## config.mk

```make
export PLATFORM = sky130hd
export DESIGN_NAME = servo_ack_frame_parser_flat
export DESIGN_NICKNAME = d
export VERILOG_FILES = /design/src/safp_pkg.sv /design/src/safp_if.sv /design/src/safp_ram.sv /design/src/servo_ack_frame_parser.sv /design/src/flat_wrapper.sv
export VERILOG_INCLUDE_DIRS = /design/src /design/src/src
export SDC_FILE = /design/constraint.sdc
export NUM_CORES = 1
export LEC_CHECK = 0
export BUFFER_PORTS_ARGS = -buffer_cell sky130_fd_sc_hd__buf_2
export CORE_AREA = 5 5 162 164
export DETAILED_ROUTE_END_ITERATION = 6
export DIE_AREA = 0 0 167 169
export PLACE_DENSITY = 0.79
export SYNTH_ARGS = -nofsm -noshare
export SYNTH_HDL_FRONTEND = slang
export SYNTH_SLANG_ARGS = --single-unit
```

## constraint.sdc

```tcl
create_clock -name clk -period 4.2 [get_ports clk]
set_clock_uncertainty 0.05 [all_clocks]
set_input_delay 0.42 -clock clk [delete_from_list [all_inputs] [get_ports clk]]
set_output_delay 0.42 -clock clk [all_outputs]
set_load 0.01 [all_outputs]
```

## src/servo_ack_frame_parser_macros.svh

```systemverilog
// Assertion macros for the servo acknowledge frame parser.
// Expects signals named clk and rst_n in the scope of each use.
`ifndef SERVO_ACK_FRAME_PARSER_MACROS_SVH
`define SERVO_ACK_FRAME_PARSER_MACROS_SVH

// Same-cycle implication, checked outside reset
`define SAFP_ASSERT_NOW(label, ante, cons, msg) \
    label: assert property (@(posedge clk) disable iff (!rst_n) (ante) |-> (cons)) \
        else $error(msg);

// Next-cycle implication, checked outside reset
`define SAFP_ASSERT_NEXT(label, ante, cons, msg) \
    label: assert property (@(posedge clk) disable iff (!rst_n) (ante) |=> (cons)) \
        else $error(msg);

`endif

```

## src/safp_pkg.sv

```systemverilog
// Shared constants, codes and helpers for the servo acknowledge frame parser.
// No dependencies; used by the parser top level.
package safp_pkg;

    // Default and upper bound of the payload buffer depth
    localparam int MAX_DATA_DEF = 32;

    // Frame layout constants
    localparam logic [7:0] HEADER_BYTE = 8'hFF;
    localparam logic [7:0] CSUM_MASK   = 8'hFE;
    localparam int         HDR_LEN     = 7;

    // Result kinds
    localparam logic [2:0] KIND_GOOD    = 3'd0;
    localparam logic [2:0] KIND_UNK_CMD = 3'd1;
    localparam logic [2:0] KIND_CS2_ERR = 3'd2;
    localparam logic [2:0] KIND_CS1_ERR = 3'd3;
    localparam logic [2:0] KIND_BAD_SIZE = 3'd4;

    // Acknowledge command codes
    localparam logic [7:0] CMD_EEP_WRITE = 8'h41;
    localparam logic [7:0] CMD_EEP_READ  = 8'h42;
    localparam logic [7:0] CMD_RAM_WRITE = 8'h43;
    localparam logic [7:0] CMD_RAM_READ  = 8'h44;
    localparam logic [7:0] CMD_STAT      = 8'h47;
    localparam logic [7:0] CMD_ROLLBACK  = 8'h48;
    localparam logic [7:0] CMD_REBOOT    = 8'h49;

    // One result item as held in the output register
    typedef struct packed {
        logic [2:0] kind;
        logic [7:0] unit_id;
        logic [7:0] command;
        logic       has_data;
        logic [7:0] data_byte;
        logic [4:0] data_index;
        logic       last;
    } result_t;

    // Flag the acknowledge command codes
    function automatic logic is_ack(input logic [7:0] c);
        logic hit;
        hit = (c == CMD_EEP_WRITE) || (c == CMD_EEP_READ) || (c == CMD_RAM_WRITE) ||
              (c == CMD_RAM_READ) || (c == CMD_STAT) || (c == CMD_ROLLBACK) ||
              (c == CMD_REBOOT);
        return hit;
    endfunction

endpackage

```

## src/safp_if.sv

```systemverilog
// Valid/ready channel interfaces for the servo acknowledge frame parser.
// Byte request channel and result request channel; no dependencies.
interface safp_rx_if;
    logic       valid;
    logic       ready;
    logic [7:0] rx_byte;

    modport source (output valid, output rx_byte, input ready);
    modport sink   (input valid, input rx_byte, output ready);
endinterface

interface safp_res_if;
    logic       valid;
    logic       ready;
    logic [2:0] kind;
    logic [7:0] unit_id;
    logic [7:0] command;
    logic       has_data;
    logic [7:0] data_byte;
    logic [4:0] data_index;
    logic       last;

    modport source (output valid, output kind, output unit_id, output command,
                    output has_data, output data_byte, output data_index,
                    output last, input ready);
    modport sink   (input valid, input kind, input unit_id, input command,
                    input has_data, input data_byte, input data_index,
                    input last, output ready);
endinterface

```

## src/safp_ram.sv

```systemverilog
// Generic single-write, single-read RAM with registered read data.
// No dependencies; holds the payload bytes of the parser.
module safp_ram #(
    parameter int WIDTH = 8,
    parameter int DEPTH = 32
) (
    input  logic                                 clk,
    input  logic                                 we,
    input  logic [(DEPTH > 1 ? $clog2(DEPTH) : 1)-1:0] waddr,
    input  logic [WIDTH-1:0]                     wdata,
    input  logic                                 re,
    input  logic [(DEPTH > 1 ? $clog2(DEPTH) : 1)-1:0] raddr,
    output logic [WIDTH-1:0]                     rdata
);

    logic [WIDTH-1:0] mem [DEPTH];
    logic [WIDTH-1:0] rdata_reg;

    // Write port
    always_ff @(posedge clk)
    begin
        if (we)
        begin
            mem[waddr] <= wdata;
        end
    end

    // Registered read port; hold the last word between reads
    always_ff @(posedge clk)
    begin
        if (re)
        begin
            rdata_reg <= mem[raddr];
        end
    end

    assign rdata = rdata_reg;

endmodule

```

## src/servo_ack_frame_parser.sv

```systemverilog
// Servo acknowledge frame parser: byte-level frame state machine and payload replay.
// Depends on safp_pkg, safp_if and safp_ram; assertions from the macros header.
//
// Usage:
//   rx  : one received serial byte per request (valid/ready, rx_byte).
//   res : result requests (valid/ready) carrying kind, unit_id, command,
//         has_data, data_byte, data_index and last.
//   cfg_we/cfg_wdata write report_errors (reset 1); write only while idle.
// A status result, or the single result of a good frame without payload, is
// loaded into the output register on the edge that takes the byte completing
// it. A good frame with payload is replayed from the payload RAM: each result
// is read from the RAM, then loaded into the output register once that frees;
// rx is held off until the last payload result of the frame is loaded.
// rx stays ready while a result waits, except for bytes that may close a frame
// (size, command, checksum2, payload), which wait until the output register
// frees. Reset returns to hunting the first 0xFF header byte with the output
// empty; the payload RAM needs no clearing, as only entries written within the
// current frame are read.
`include "servo_ack_frame_parser_macros.svh"

module servo_ack_frame_parser #(
    parameter int MAX_DATA = safp_pkg::MAX_DATA_DEF
) (
    input  logic             clk,
    input  logic             rst_n,
    input  logic             cfg_we,
    input  logic             cfg_wdata,
    safp_rx_if.sink          rx,
    safp_res_if.source       res
);
    import safp_pkg::*;

    localparam int AW       = (MAX_DATA > 1) ? $clog2(MAX_DATA) : 1;
    localparam int CW       = $clog2(MAX_DATA + 1);
    localparam int SIZE_MAX = HDR_LEN + MAX_DATA;

    // Frame parse states
    localparam logic [2:0] ST_HUNT1 = 3'd0;
    localparam logic [2:0] ST_HUNT2 = 3'd1;
    localparam logic [2:0] ST_SIZE  = 3'd2;
    localparam logic [2:0] ST_ID    = 3'd3;
    localparam logic [2:0] ST_CMD   = 3'd4;
    localparam logic [2:0] ST_CS1   = 3'd5;
    localparam logic [2:0] ST_CS2   = 3'd6;
    localparam logic [2:0] ST_DATA  = 3'd7;

    // Replay phases
    localparam logic [1:0] PH_PARSE = 2'd0;
    localparam logic [1:0] PH_RD    = 2'd1;
    localparam logic [1:0] PH_LOAD  = 2'd2;

    logic [2:0]    st_reg, st_next;
    logic [1:0]    ph_reg, ph_next;
    logic          rep_err_reg;
    logic [7:0]    size_reg, size_next;
    logic [7:0]    id_reg, id_next;
    logic [7:0]    cmd_reg, cmd_next;
    logic [7:0]    cs1_reg, cs1_next;
    logic [7:0]    xor_reg, xor_next;
    logic [CW-1:0] cnt_reg, cnt_next;
    logic [CW-1:0] idx_reg, idx_next;
    logic          out_valid_reg, out_valid_next;
    result_t       out_reg, out_next;

    logic          acc;
    logic          emit_st;
    logic          out_free;
    logic          load_parse;
    logic          load_rep;
    result_t       pk;
    logic [7:0]    c;
    logic [7:0]    xor_data;
    logic          ram_we;
    logic          ram_re;
    logic [7:0]    ram_rdata;
    logic          rep_last;

    assign c        = rx.rx_byte;
    assign out_free = !out_valid_reg || res.ready;
    assign emit_st  = (st_reg == ST_SIZE) || (st_reg == ST_CMD) ||
                      (st_reg == ST_CS2) || (st_reg == ST_DATA);
    assign rx.ready = (ph_reg == PH_PARSE) && (out_free || !emit_st);
    assign acc      = rx.valid && rx.ready;
    assign xor_data = xor_reg ^ c;
    assign rep_last = ((idx_reg + CW'(1)) == cnt_reg);

    // Payload store
    safp_ram #(
        .WIDTH (8),
        .DEPTH (MAX_DATA)
    ) u_payload (
        .clk   (clk),
        .we    (ram_we),
        .waddr (cnt_reg[AW-1:0]),
        .wdata (c),
        .re    (ram_re),
        .raddr (idx_reg[AW-1:0]),
        .rdata (ram_rdata)
    );

    // Parse one byte and sequence the payload replay
    always_comb
    begin
        st_next    = st_reg;
        ph_next    = ph_reg;
        size_next  = size_reg;
        id_next    = id_reg;
        cmd_next   = cmd_reg;
        cs1_next   = cs1_reg;
        xor_next   = xor_reg;
        cnt_next   = cnt_reg;
        idx_next   = idx_reg;
        load_parse = 1'b0;
        load_rep   = 1'b0;
        ram_we     = 1'b0;
        ram_re     = 1'b0;
        pk         = '0;
        pk.last    = 1'b1;

        if (acc)
        begin
            case (st_reg)
                ST_HUNT1:
                begin
                    if (c == HEADER_BYTE)
                    begin
                        st_next = ST_HUNT2;
                    end
                end
                ST_HUNT2:
                begin
                    st_next = (c == HEADER_BYTE) ? ST_SIZE : ST_HUNT1;
                end
                ST_SIZE:
                begin
                    if ((c < 8'(HDR_LEN)) || (c > 8'(SIZE_MAX)))
                    begin
                        st_next    = ST_HUNT1;
                        load_parse = rep_err_reg;
                        pk.kind    = KIND_BAD_SIZE;
                    end
                    else
                    begin
                        size_next = c;
                        xor_next  = c;
                        cnt_next  = '0;
                        st_next   = ST_ID;
                    end
                end
                ST_ID:
                begin
                    id_next  = c;
                    xor_next = xor_data;
                    st_next  = ST_CMD;
                end
                ST_CMD:
                begin
                    if (!is_ack(c))
                    begin
                        st_next     = ST_HUNT1;
                        load_parse  = rep_err_reg;
                        pk.kind     = KIND_UNK_CMD;
                        pk.unit_id  = id_reg;
                        pk.command  = c;
                    end
                    else
                    begin
                        cmd_next = c;
                        xor_next = xor_data;
                        st_next  = ST_CS1;
                    end
                end
                ST_CS1:
                begin
                    cs1_next = c;
                    st_next  = ST_CS2;
                end
                ST_CS2:
                begin
                    pk.unit_id  = id_reg;
                    pk.command  = cmd_reg;
                    if (c != (~cs1_reg & CSUM_MASK))
                    begin
                        st_next    = ST_HUNT1;
                        load_parse = rep_err_reg;
                        pk.kind    = KIND_CS2_ERR;
                    end
                    else if (size_reg <= 8'(HDR_LEN))
                    begin
                        // Frame without payload closes here
                        st_next = ST_HUNT1;
                        if ((xor_reg & CSUM_MASK) != cs1_reg)
                        begin
                            load_parse = rep_err_reg;
                            pk.kind    = KIND_CS1_ERR;
                        end
                        else
                        begin
                            load_parse = 1'b1;
                            pk.kind    = KIND_GOOD;
                        end
                    end
                    else
                    begin
                        st_next = ST_DATA;
                    end
                end
                default:
                begin
                    // Payload byte: store, fold into the checksum, close on the last
                    ram_we   = 1'b1;
                    cnt_next = cnt_reg + CW'(1);
                    xor_next = xor_data;
                    if ((8'(cnt_next) + 8'(HDR_LEN)) >= size_reg)
                    begin
                        st_next = ST_HUNT1;
                        if ((xor_data & CSUM_MASK) != cs1_reg)
                        begin
                            load_parse  = rep_err_reg;
                            pk.kind     = KIND_CS1_ERR;
                            pk.unit_id  = id_reg;
                            pk.command  = cmd_reg;
                        end
                        else
                        begin
                            ph_next  = PH_RD;
                            idx_next = '0;
                        end
                    end
                end
            endcase
        end

        // Replay stored payload: read, then load when the output frees
        case (ph_reg)
            PH_PARSE:
            begin
            end
            PH_RD:
            begin
                ram_re  = 1'b1;
                ph_next = PH_LOAD;
            end
            PH_LOAD:
            begin
                if (out_free)
                begin
                    load_rep = 1'b1;
                    if (rep_last)
                    begin
                        ph_next = PH_PARSE;
                    end
                    else
                    begin
                        idx_next = idx_reg + CW'(1);
                        ph_next  = PH_RD;
                    end
                end
            end
            default:
            begin
                ph_next = PH_PARSE;
            end
        endcase
    end

    // Output register next value
    always_comb
    begin
        out_next       = out_reg;
        out_valid_next = out_valid_reg && !res.ready;
        if (load_parse)
        begin
            out_next       = pk;
            out_valid_next = 1'b1;
        end
        else if (load_rep)
        begin
            out_next.kind       = KIND_GOOD;
            out_next.unit_id    = id_reg;
            out_next.command    = cmd_reg;
            out_next.has_data   = 1'b1;
            out_next.data_byte  = ram_rdata;
            out_next.data_index = 5'(idx_reg[AW-1:0]);
            out_next.last       = rep_last;
            out_valid_next      = 1'b1;
        end
    end

    // Control state
    always_ff @(posedge clk or negedge rst_n)
    begin
        if (!rst_n)
        begin
            st_reg        <= ST_HUNT1;
            ph_reg        <= PH_PARSE;
            rep_err_reg   <= 1'b1;
            cnt_reg       <= '0;
            idx_reg       <= '0;
            out_valid_reg <= 1'b0;
        end
        else
        begin
            st_reg        <= st_next;
            ph_reg        <= ph_next;
            cnt_reg       <= cnt_next;
            idx_reg       <= idx_next;
            out_valid_reg <= out_valid_next;
            if (cfg_we)
            begin
                rep_err_reg <= cfg_wdata;
            end
        end
    end

    // Held frame fields and output payload
    always_ff @(posedge clk)
    begin
        size_reg <= size_next;
        id_reg   <= id_next;
        cmd_reg  <= cmd_next;
        cs1_reg  <= cs1_next;
        xor_reg  <= xor_next;
        out_reg  <= out_next;
    end

    assign res.valid      = out_valid_reg;
    assign res.kind       = out_reg.kind;
    assign res.unit_id    = out_reg.unit_id;
    assign res.command    = out_reg.command;
    assign res.has_data   = out_reg.has_data;
    assign res.data_byte  = out_reg.data_byte;
    assign res.data_index = out_reg.data_index;
    assign res.last       = out_reg.last;

    // Checks on the replay and output logic
    `SAFP_ASSERT_NOW(a_no_rx_in_replay, ph_reg != PH_PARSE, !rx.ready, "byte taken during replay")
    `SAFP_ASSERT_NOW(a_idx_in_range, ph_reg != PH_PARSE, idx_reg < cnt_reg, "replay index past count")
    `SAFP_ASSERT_NEXT(a_load_waits, (ph_reg == PH_LOAD) && out_valid_reg && !res.ready, ph_reg == PH_LOAD, "replay left load while output blocked")
    `SAFP_ASSERT_NOW(a_data_is_good, out_valid_reg && out_reg.has_data, out_reg.kind == KIND_GOOD, "payload result with error kind")

endmodule

```

## src/flat_wrapper.sv

```systemverilog
// flat-port wrapper written by rule: the top's interface ports become plain ports
module servo_ack_frame_parser_flat import safp_pkg::*;
#(
    parameter int MAX_DATA = safp_pkg::MAX_DATA_DEF
)
  (clk, rst_n, cfg_we, cfg_wdata, rx_valid, rx_rx_byte, rx_ready, res_valid, res_kind, res_unit_id, res_command, res_has_data, res_data_byte, res_data_index, res_last, res_ready);
  safp_rx_if rx_i ();
  safp_res_if res_i ();
  input  logic clk;
  input  logic rst_n;
  input  logic cfg_we;
  input  logic cfg_wdata;
  input wire logic [$bits(rx_i.valid)-1:0] rx_valid;
  input wire logic [$bits(rx_i.rx_byte)-1:0] rx_rx_byte;
  output wire logic [$bits(rx_i.ready)-1:0] rx_ready;
  output wire logic [$bits(res_i.valid)-1:0] res_valid;
  output wire logic [$bits(res_i.kind)-1:0] res_kind;
  output wire logic [$bits(res_i.unit_id)-1:0] res_unit_id;
  output wire logic [$bits(res_i.command)-1:0] res_command;
  output wire logic [$bits(res_i.has_data)-1:0] res_has_data;
  output wire logic [$bits(res_i.data_byte)-1:0] res_data_byte;
  output wire logic [$bits(res_i.data_index)-1:0] res_data_index;
  output wire logic [$bits(res_i.last)-1:0] res_last;
  input wire logic [$bits(res_i.ready)-1:0] res_ready;
  assign rx_i.valid = rx_valid;
  assign rx_i.rx_byte = rx_rx_byte;
  assign rx_ready = rx_i.ready;
  assign res_valid = res_i.valid;
  assign res_kind = res_i.kind;
  assign res_unit_id = res_i.unit_id;
  assign res_command = res_i.command;
  assign res_has_data = res_i.has_data;
  assign res_data_byte = res_i.data_byte;
  assign res_data_index = res_i.data_index;
  assign res_last = res_i.last;
  assign res_i.ready = res_ready;
  servo_ack_frame_parser #(.MAX_DATA(MAX_DATA)) u_core (.clk(clk), .rst_n(rst_n), .cfg_we(cfg_we), .cfg_wdata(cfg_wdata), .rx(rx_i), .res(res_i));
endmodule
```

======== Word-level counts from Yosys, hierarchy flattened ========
Memories as Yosys holds them, arrays and structs flattened. A register that Yosys moved wholly into a read port is not among the register bits.
Index checks and enable logic that the tools add are counted.
word-level totals
  bits in registers ....................... 93
  RAM bits ................................ 256
  output and inout bits ................... 36
  logic and storage cells ................. 146
  memories ................................ 1
memories
  memory                words  width  read ports  clocked after memory_dff  wr ports  RTL line        text
  u_core.u_payload.mem  32     8      1           1                         1         safp_ram.sv:16  logic [WIDTH-1:0] mem [DEPTH];
operators by class
  add/subtract/negate cells ............... 3
  magnitude comparators ................... 4
  equal/unequal tests ..................... 24
  muxes and demuxes ....................... 57
  bitwise operators ....................... 5
  reduce and logical (&&, ||, !) cells .... 34
operators with widths
  operator                                                                          count
  34-bit 2-to-1 mux                                                                 2
  8-bit by 7-bit equality test with 1-bit output (second input constant)            7
  6-bit 2-to-1 mux                                                                  8
  16-bit case mux with 3 select lines                                               1
  18-bit 2-to-1 mux                                                                 2
  3-bit 2-to-1 mux                                                                  8
  8-bit inequality test                                                             3
  8-bit case mux with 3 select lines                                                1
  3-bit case mux with 7 select lines                                                1
  19-bit 2-to-1 mux                                                                 1
  1-bit 2-to-1 mux                                                                  18
  17-bit 2-to-1 mux                                                                 1
  2-bit 2-to-1 mux                                                                  8
  8-bit 2-to-1 mux                                                                  2
  6-bit by 1-bit adder with 6-bit output (second input constant)                    2
  3-bit equality test (second input constant)                                       4
  1-bit logical OR                                                                  12
  3-bit case mux with 4 select lines                                                1
  6-bit case mux with 2 select lines                                                1
  3-bit AND reduction                                                               4
  8-bit equality test (second input constant)                                       1
  8-bit greater-or-equal comparator                                                 1
  8-bit by 6-bit greater-than comparator with 1-bit output (second input constant)  1
  8-bit by 3-bit <= comparator with 1-bit output (second input constant)            1
  26 further kinds                                                                  36

======== Longest topological paths before layout ========
Gate-level depths: netlist (run 1).
  depth after elaboration ................. 12
  depth in mapped cells ................... 17
  gate-level depth less buffers ........... 14

======== Hierarchy ========
From an unflattened synthesis (run 1), not the netlist that was laid out.
second synthesis, totals
  cell total of the unflattened synthesis .. 850
  area total of the unflattened synthesis .. 14905.5 sq um
modules (own cells, without submodules)
  module                  instances  cells an instance  area an instance (sq um)  seq. area each (sq um)
  safp_ram                1          417                10133.5                   7927.6
  servo_ack_frame_parser  1          433                4772.1                    2518.7

======== Least setup slack after synthesis (run 1) ========
Ideal clock, no wire load.
  path type ............................... reg-to-reg
  from .................................... register u_core.cnt_reg[0]
  to ...................................... register u_core.out_reg (netlist bit u_core.res.command[0]), enable pin
  setup time .............................. 0.376 ns
  arrival time ............................ 3.242 ns
  required time ........................... 3.774 ns
  setup slack ............................. 0.532 ns
  stages on the path, launching flop included .. 16
  buffers on the path ..................... 1
  clock period less this slack ............ 3.668 ns
  cells stage by stage .................... dfrtp_1 -> clkbuf_1 -> inv_1 -> ha_1 -> nor2_1 -> a21oi_1 -> o22ai_1 -> nand2_1 -> xor2_1 -> ha_1 -> nand4_1 -> a21o_1 -> a31oi_1 -> a31o_2 -> nand3_2 -> nand2_1
between the ends
  longest elaborated chain between the ends .. 7
RTL lines
  element                                 RTL line                       text
  start, declared                         servo_ack_frame_parser.sv:60   logic [CW-1:0] cnt_reg, cnt_next;
  start signal, assigned                  servo_ack_frame_parser.sv:306  cnt_reg <= cnt_next;
  6-bit by 1-bit adder with 6-bit output  servo_ack_frame_parser.sv:212  cnt_next = cnt_reg + CW'(1);
  6-bit by 3-bit adder with 7-bit output  servo_ack_frame_parser.sv:214  if ((8'(cnt_next) + 8'(HDR_LEN)) >= size_reg)
  8-bit greater-or-equal comparator       servo_ack_frame_parser.sv:214
  1-bit 2-to-1 mux                        servo_ack_frame_parser.sv:214
  1-bit case mux with 4 select lines      servo_ack_frame_parser.sv:122  case (st_reg)
  1-bit 2-to-1 mux                        servo_ack_frame_parser.sv:120  if (acc)
  2-bit nonzero test (no line)            n/a
  end signal, assigned                    servo_ack_frame_parser.sv:324  out_reg <= out_next;
  end, declared                           servo_ack_frame_parser.sv:63   result_t out_reg, out_next;
No other way between the ends.
A chain may end at the register's enable or synchronous reset.

======== Final worst setup path (run 1) ========
  from .................................... register u_core.cnt_reg[1]
  to ...................................... register u_core.out_reg (netlist bit u_core.res.command[3]), enable pin
Same word-level chain as after synthesis.

==> impl_metrics.ini, run 1 <==
[worst_setup_path]
crit_family = compound AO/OA/AOI/OAI gates
cp.buffers_inverters = 2
max_stage_delay_ns = 0.50
critPathSlowestCell = dfrtp_1
crit_arrival_ns = 4.03
cp_cell_sequence = inv_1, nor2_1, nand2_1, o31ai_1, a32oi_1, nor2_1, ha_1, nand4_1, a21o_1, a31oi_1, a31o_2, nand3_2, nand2_1, buf_4
critPathLaunchType = flop
worst_setup_path_end_kind = flop
cp.required_ns = 4.34
setup.worst_path.class = flop to flop
crit_fanout = 19
rrSetupSlack_ns = 0.31

[yosys]
synth_compound_area_share_pct = 5.14
yosysTopAreaCell = edfxtp_1
synth_top_family_by_area = multiplexers
synthMuxAreaShare_pct = 12.2
synth_xor_area_share_pct = 2.41
synth_area_leaders = edfxtp_1 65%, mux4_2 12%, dfrtp_1 3.0%
ys_types = 64
synth_edf_count = 322
ys_ff_latch = 356
syn_area_sq_mm = 0.0149
synth_flop_cell = edfxtp_1
yosys.area.top_type_share_pct = 64.8
synth-simple-area-share_pct = 7.01
synthesis.nets = 924
ys_async_sr_fraction_pct = 5.34
synthCells = 897
avgSynthCellArea_sq_um = 16.6
seq_area_frac_synth_pct = 70.0
ys_warn_count = 0
synthAdderAreaFrac_pct = 1.09

[floorplan]
core_area_sq_mm = 0.0247
dieArea_sq_mm = 0.0282
dieHeight_um = 169
ios = 50
fp-row-count = 58
start_util_pct = 60.3
die_w_um = 167

[cts]
cts-buffers-inserted = 36
clock-root-buffer = clkbuf_16
clkTransAtPathRegs_ns = 0.06
cts_setup_buffers = 0
clk-insertion-delay-late_ns = 0.51
cts_max_level = 2
clock-sinks = 356
cts_tree = yes
clockBufferDepth = 3

[timing]
finalHoldViolCount = 0
setup_ws_ns = 0.315
period_minus_slack_ns = 3.89
setup_viol = 0
worst_slew_pin_slew_ns = 1.08
period_share_pct = 92.5
max-slew-margin-rel_pct = 27.6
hold_ws_ns = 0.0333
max_freq_mhz = 257
drv_slew = 0
rsz0062_at_grt = no
fin_tns_setup_ns = 0

[placed_design]
placed_cell_area_sq_mm = 0.0158
place.gp.congestion = 0.884
dpl.hpwl_um = 20500
port_buffers = 49
place_worst_setup_slack_ns = 0.396

[finish]
fin_nets = 1012
area_growth_pct = 12.6
largest_register_ffs = 256
diodes = 0
top_register = u_core.u_payload.mem
layout-drive-gt1-share_pct = 24.6
final_area_sq_mm = 0.0168
fillers = 1573

[detailed_routing]
drtIter0Drc = 1116
vias_per_cell = 6.28
routed_wirelength_um = 33400
wire_per_inst_um = 24.9
num_vias = 8419
drc = 0
antenna_left = 0
drt_first_pass_iters = 7

[grt]
use_met3_pct = 4.44
gr-usage-met1_pct = 34.6
grt_max_degree = 50
grt_pass1_vias = 8410
overflow = 0
antenna_found_initial = 1
track_usage_pct = 24.1
grt_pass1_wl_um = 51500
use_met2_pct = 38.8
grt.busiest_layer = met2

[power]
power.density_mw_per_mm2 = 589
ir_worst_vdd_mv = 0.406
p_leak_nw = 5.68
report.power.total_mw = 9.90

[outcome]
status = finished, final reports clean

[worst_hold_path]
hold_class = input port to flop

[run]
drv_cap = 0
[synth_stat cells (12+ instances only)]
cell,n
xnor2_1,31
a21oi_1,12
o21ai_0,33
ha_1,13
nand2_1,90
edfxtp_1,322
inv_1,26
mux4_2,80
dfxtp_1,15
clkbuf_1,31
nor2b_1,14
dfrtp_1,18
nor2_1,64
[final timing paths]
| path | start | depth (start not counted) | endpoint |
|---|---|---|---|
| worst max-delay path | u_core.cnt_reg[1] | 14 | u_core.res.command[3] |
| max in group asynchronous | rst_n | 2 | u_core.idx_reg[0] |
| min in group asynchronous | rst_n | 2 | u_core.st_reg[1] |
| worst min-delay path | cfg_we | 2 | u_core.rep_err_reg |
| worst min register to register | u_core.u_payload.rdata[0] | 2 | u_core.res.data_byte[0] |
| worst max register to register | u_core.cnt_reg[1] | 14 | u_core.res.command[3] |
[routing by layer]
metal  up-vias  share of wire [%]
li1       3633                  -
met5         -              0.021
met4         2                2.4
met3        64                7.8
met1      4303                 41
met2       417                 49
[per-stage QoR]
step,instances,utilization [%]
floorplan,897,-
global placement,1276,63.7
detailed placement,1276,63.7
CTS,1340,67.9
global route,1340,67.9
finish,1340,67.9
[logic make-up (layout without fill, tap and decap cells)]
kind of cell             Yosys count  in the layout
AO/OA/AOI/OAI                    104            104
XOR/XNOR                          41             41
adder cells (fa/ha/maj)           13             13
buffers and inverters             74            187
flip-flops                       356            356
multiplexers                      82             82
AND/OR/NAND/NOR                  227            227
[repair_timing]
item / CTS / global route
resized for setup: 0 / 1
hold buffers: 1 / 0
endpoints found under the setup margin: 0 / 19
endpoints found under the hold margin: 18 / 0
[power by group]
group,internal (mW),leakage [nW],switching (mW)
clock network,1.60,0.509,1.27
logic,1.24,1.90,1.39
registers,4.14,3.27,0.257
[cell usage in the layout (no fill, tap or decap), types with 13 or more instances in the layout]
cell	instances
nor2b_1	14
buf_2	49
edfxtp_1	322
inv_1	26
o21ai_0	33
clkbuf_16	36
ha_1	13
dfxtp_1	15
mux4_2	80
buf_4	46
xnor2_1	31
nor2_1	64
nand2_1	90
dfrtp_1	15
[area by class of cell]
cell class	count	area [sq um]	share of cell area [%]
inverter	26	97.6	0.581
clock inverter	18	96.3	0.573
clock buffer	45	945	5.62
tap	330	413	2.46
timing repair buffer	98	641	3.81
multi-input combinational	467	4160	24.8
sequential	356	10500	62.2
(Power assumes the default switching activity.)
==> run 2, diff against run 1 <==
--- a/config.mk
+++ b/config.mk
@@ -6,10 +6,11 @@
 export SDC_FILE = /design/constraint.sdc
 export NUM_CORES = 1
 export LEC_CHECK = 0
+export ABC_AREA = 1
 export BUFFER_PORTS_ARGS = -buffer_cell sky130_fd_sc_hd__buf_2
-export CORE_AREA = 5 5 162 164
+export CORE_AREA = 5 5 165 167
 export DETAILED_ROUTE_END_ITERATION = 6
-export DIE_AREA = 0 0 167 169
+export DIE_AREA = 0 0 170 172
 export PLACE_DENSITY = 0.79
 export SYNTH_ARGS = -nofsm -noshare
 export SYNTH_HDL_FRONTEND = slang
==> impl_metrics.ini, run 2 <==
[timing]
worst_slew_pin_slew_ns = 0.955
fin_tns_setup_ns = 0
rsz0062_at_grt = no
setup_ws_ns = 0.813
period_minus_slack_ns = 3.39
max-slew-margin-rel_pct = 36.1
setup_viol = 0
period_share_pct = 80.6
max_freq_mhz = 295
finalHoldViolCount = 0
drv_slew = 0

[placed_design]
dpl.hpwl_um = 24000
place_worst_setup_slack_ns = 0.929
port_buffers = 49
place.gp.congestion = 0.929

[finish]
area_growth_pct = 11.6
layout_commonest_cell = edfxtp_1
top_register = u_core.u_payload.mem
seqCellArea_sq_mm = 0.0105
final_cell_mix = 322 x edfxtp_1, 257 x nand2_1, 213 x nor2_1, 158 x o21ai_0, 101 x nand3_1
fillers = 1775
multi_input_area_sq_mm = 0.00446
largest_register_ffs = 256
fin_nets = 1488
final_util_pct = 67.6
layout-drive-gt1-share_pct = 11.3
diodes = 0

[detailed_routing]
routed_wirelength_um = 38000
antenna_left = 0
drt_first_pass_iters = 6
vias_per_cell = 6.16
num_vias = 11239
drtIter0Drc = 1470
drc = 0
wire_per_inst_um = 20.8

[power]
p_leak_nw = 6.44
swShare_pct = 33.7
clockPowerShare_pct = 31.2
seq_power_share_pct = 41.4
ir_worst_vdd_mv = 0.451
power.density_mw_per_mm2 = 607
p_comb_share_pct = 27.4
power.internal_mw = 6.96
switchingPower_mw = 3.54

[worst_setup_path]
rrSetupSlack_ns = 0.81
critPathSlowestCell = dfrtp_1
cp.buffers_inverters = 3
crit_fanout = 28
worst_setup_path_end_kind = flop
max_stage_delay_ns = 0.50
cp_cell_sequence = inv_1, ha_1, inv_1, nand3_1, nand3b_1, xor2_1, ha_1, a21oi_1, o21ai_0, nor2_1, nand2_1, nor2_1, nor2_4, nand2_4, nand2_1, buf_4
crit_arrival_ns = 3.59
cp.required_ns = 4.40
crit_family = simple AND/OR/NAND/NOR gates
critPathLaunchType = flop
setup.worst_path.class = flop to flop

[floorplan]
start_util_pct = 60.6
fp-row-count = 59
die_w_um = 170
dieHeight_um = 172
dieArea_sq_mm = 0.0292
ios = 50
core_area_sq_mm = 0.0256

[cts]
cts_setup_buffers = 0
ctsResizeCount = 0
hold_buffers = 1
clock-root-buffer = clkbuf_16
clk-insertion-delay-late_ns = 0.52
cts-buffers-inserted = 36
cts_tree = yes
clock-sinks = 356
cts_max_level = 2
clockBufferDepth = 3
clkTransAtPathRegs_ns = 0.06

[yosys]
ys_types = 43
synthesis.nets = 1441
ys_async_sr_fraction_pct = 5.34
synth_area_leaders = edfxtp_1 62%, nand2_1 6.2%, nor2_1 5.2%
ys_warn_count = 0
syn_area_sq_mm = 0.0155
avgSynthCellArea_sq_um = 11.0
ys_ff_latch = 356
synth_flop_cell = edfxtp_1
synthCells = 1414
seq_area_frac_synth_pct = 67.3
ys_top_cells_by_count = 322 x edfxtp_1, 257 x nand2_1, 214 x nor2_1
synth_edf_count = 322
yosysTopAreaCell = edfxtp_1
yosys.area.top_type_share_pct = 62.3
synth.most_common_cell = edfxtp_1

[grt]
grt_max_degree = 56
overflow = 0
antenna_found_initial = 0
track_usage_pct = 26.0
grt_pass1_vias = 10914
grt_pass1_wl_um = 59100

[worst_hold_path]
hold_class = input port to flop

[run]
drv_cap = 0

[outcome]
status = finished, final reports clean
[run 2: cell types whose count changed after synthesis, sizes merged, moves of 14 or more]
cell,before,now
clkbuf,33,48
inv,26,85
mux4,80,0
nand2,90,264
nand3,11,109
nor2,64,220
nor2b,14,0
o21ai,41,165
o221ai,1,46
o22ai,3,24
xnor2,31,2
[run 2: final cells by class]
type / instances / share of cell area, %
Tap cell: 335 / 2.42
Inverter: 87 / 1.89
Clock inverter: 16 / 1.07
Sequential cell: 356 / 60.3
Timing Repair Buffer: 75 / 2.56
Clock buffer: 50 / 5.97
Multi-Input combinational cell: 905 / 25.8
[run 2: final timing paths]
check                      cells past startpoint                       to                 startpoint
min in group asynchronous                      2         u_core.st_reg[2]                      rst_n
min reg2reg                                    2  u_core.res.data_byte[4]  u_core.u_payload.rdata[4]
max in group asynchronous                      2        u_core.idx_reg[0]                      rst_n
min                                            2       u_core.rep_err_reg                     cfg_we
max reg2reg                                   16    u_core.res.command[7]          u_core.cnt_reg[0]
max                                           16    u_core.res.command[7]          u_core.cnt_reg[0]
[run 2: stage by stage]
stage          cell area (sq um)  hold slack (ns)  power [mW]  std cells
2_1_floorplan              15500           0.0744        6.24       1414
3_5_place_dp               16100            0.353        7.20       1757
5_1_grt                    17300           0.0399        11.0       1824
3_3_place_gp               16100            0.349        7.12       1757
4_1_cts                    17300           0.0267        10.5       1824
6_report                   17300           0.0305        10.5       1824
[run 2: power by group through the flow]
stage | sequential [mW] | clock [mW] | combinational (mW)
2_1_floorplan | 4.31 | 0 | 1.93
3_3_place_gp | 4.41 | 0 | 2.71
3_5_place_dp | 4.41 | 0 | 2.79
4_1_cts | 4.34 | 3.29 | 2.84
5_1_grt | 4.37 | 3.45 | 3.16
6_report | 4.35 | 3.28 | 2.88
[run 2: worst reg2reg max path, stage by stage, from the launching register on]
cell and delay, ns:
dfrtp_1 0.50, inv_1 0.17, ha_1 0.35, inv_1 0.08
nand3_1 0.11, nand3b_1 0.13, xor2_1 0.18, ha_1 0.28
a21oi_1 0.16, o21ai_0 0.09, nor2_1 0.11, nand2_1 0.08
nor2_1 0.18, nor2_4 0.07, nand2_4 0.27, nand2_1 0.10
buf_4 0.23
[run 2: cell families (layout without fill, tap and decap cells)]
group / after synthesis / count (layout) / share of synthesized area (%)
buffers and inverters: 153 / 228 / 3.96
xor gates and xnor gates: 12 / 12 / 0.677
adders and majority gates: 13 / 13 / 1.05
AOI/OAI and AO/OA: 269 / 269 / 10.2
and+or+nand+nor: 611 / 611 / 16.8
DFF: 356 / 356 / 67.3
[run 2: per-layer routing]
metal  share of wire, %  track usage [%]  vias to the layer above
met4                2.6             7.60                        0
met2                 48             42.7                      674
li1                   -                -                     5107
met1                 39             36.4                     5360
met5                  0                0                        -
met3                 10             4.28                       98
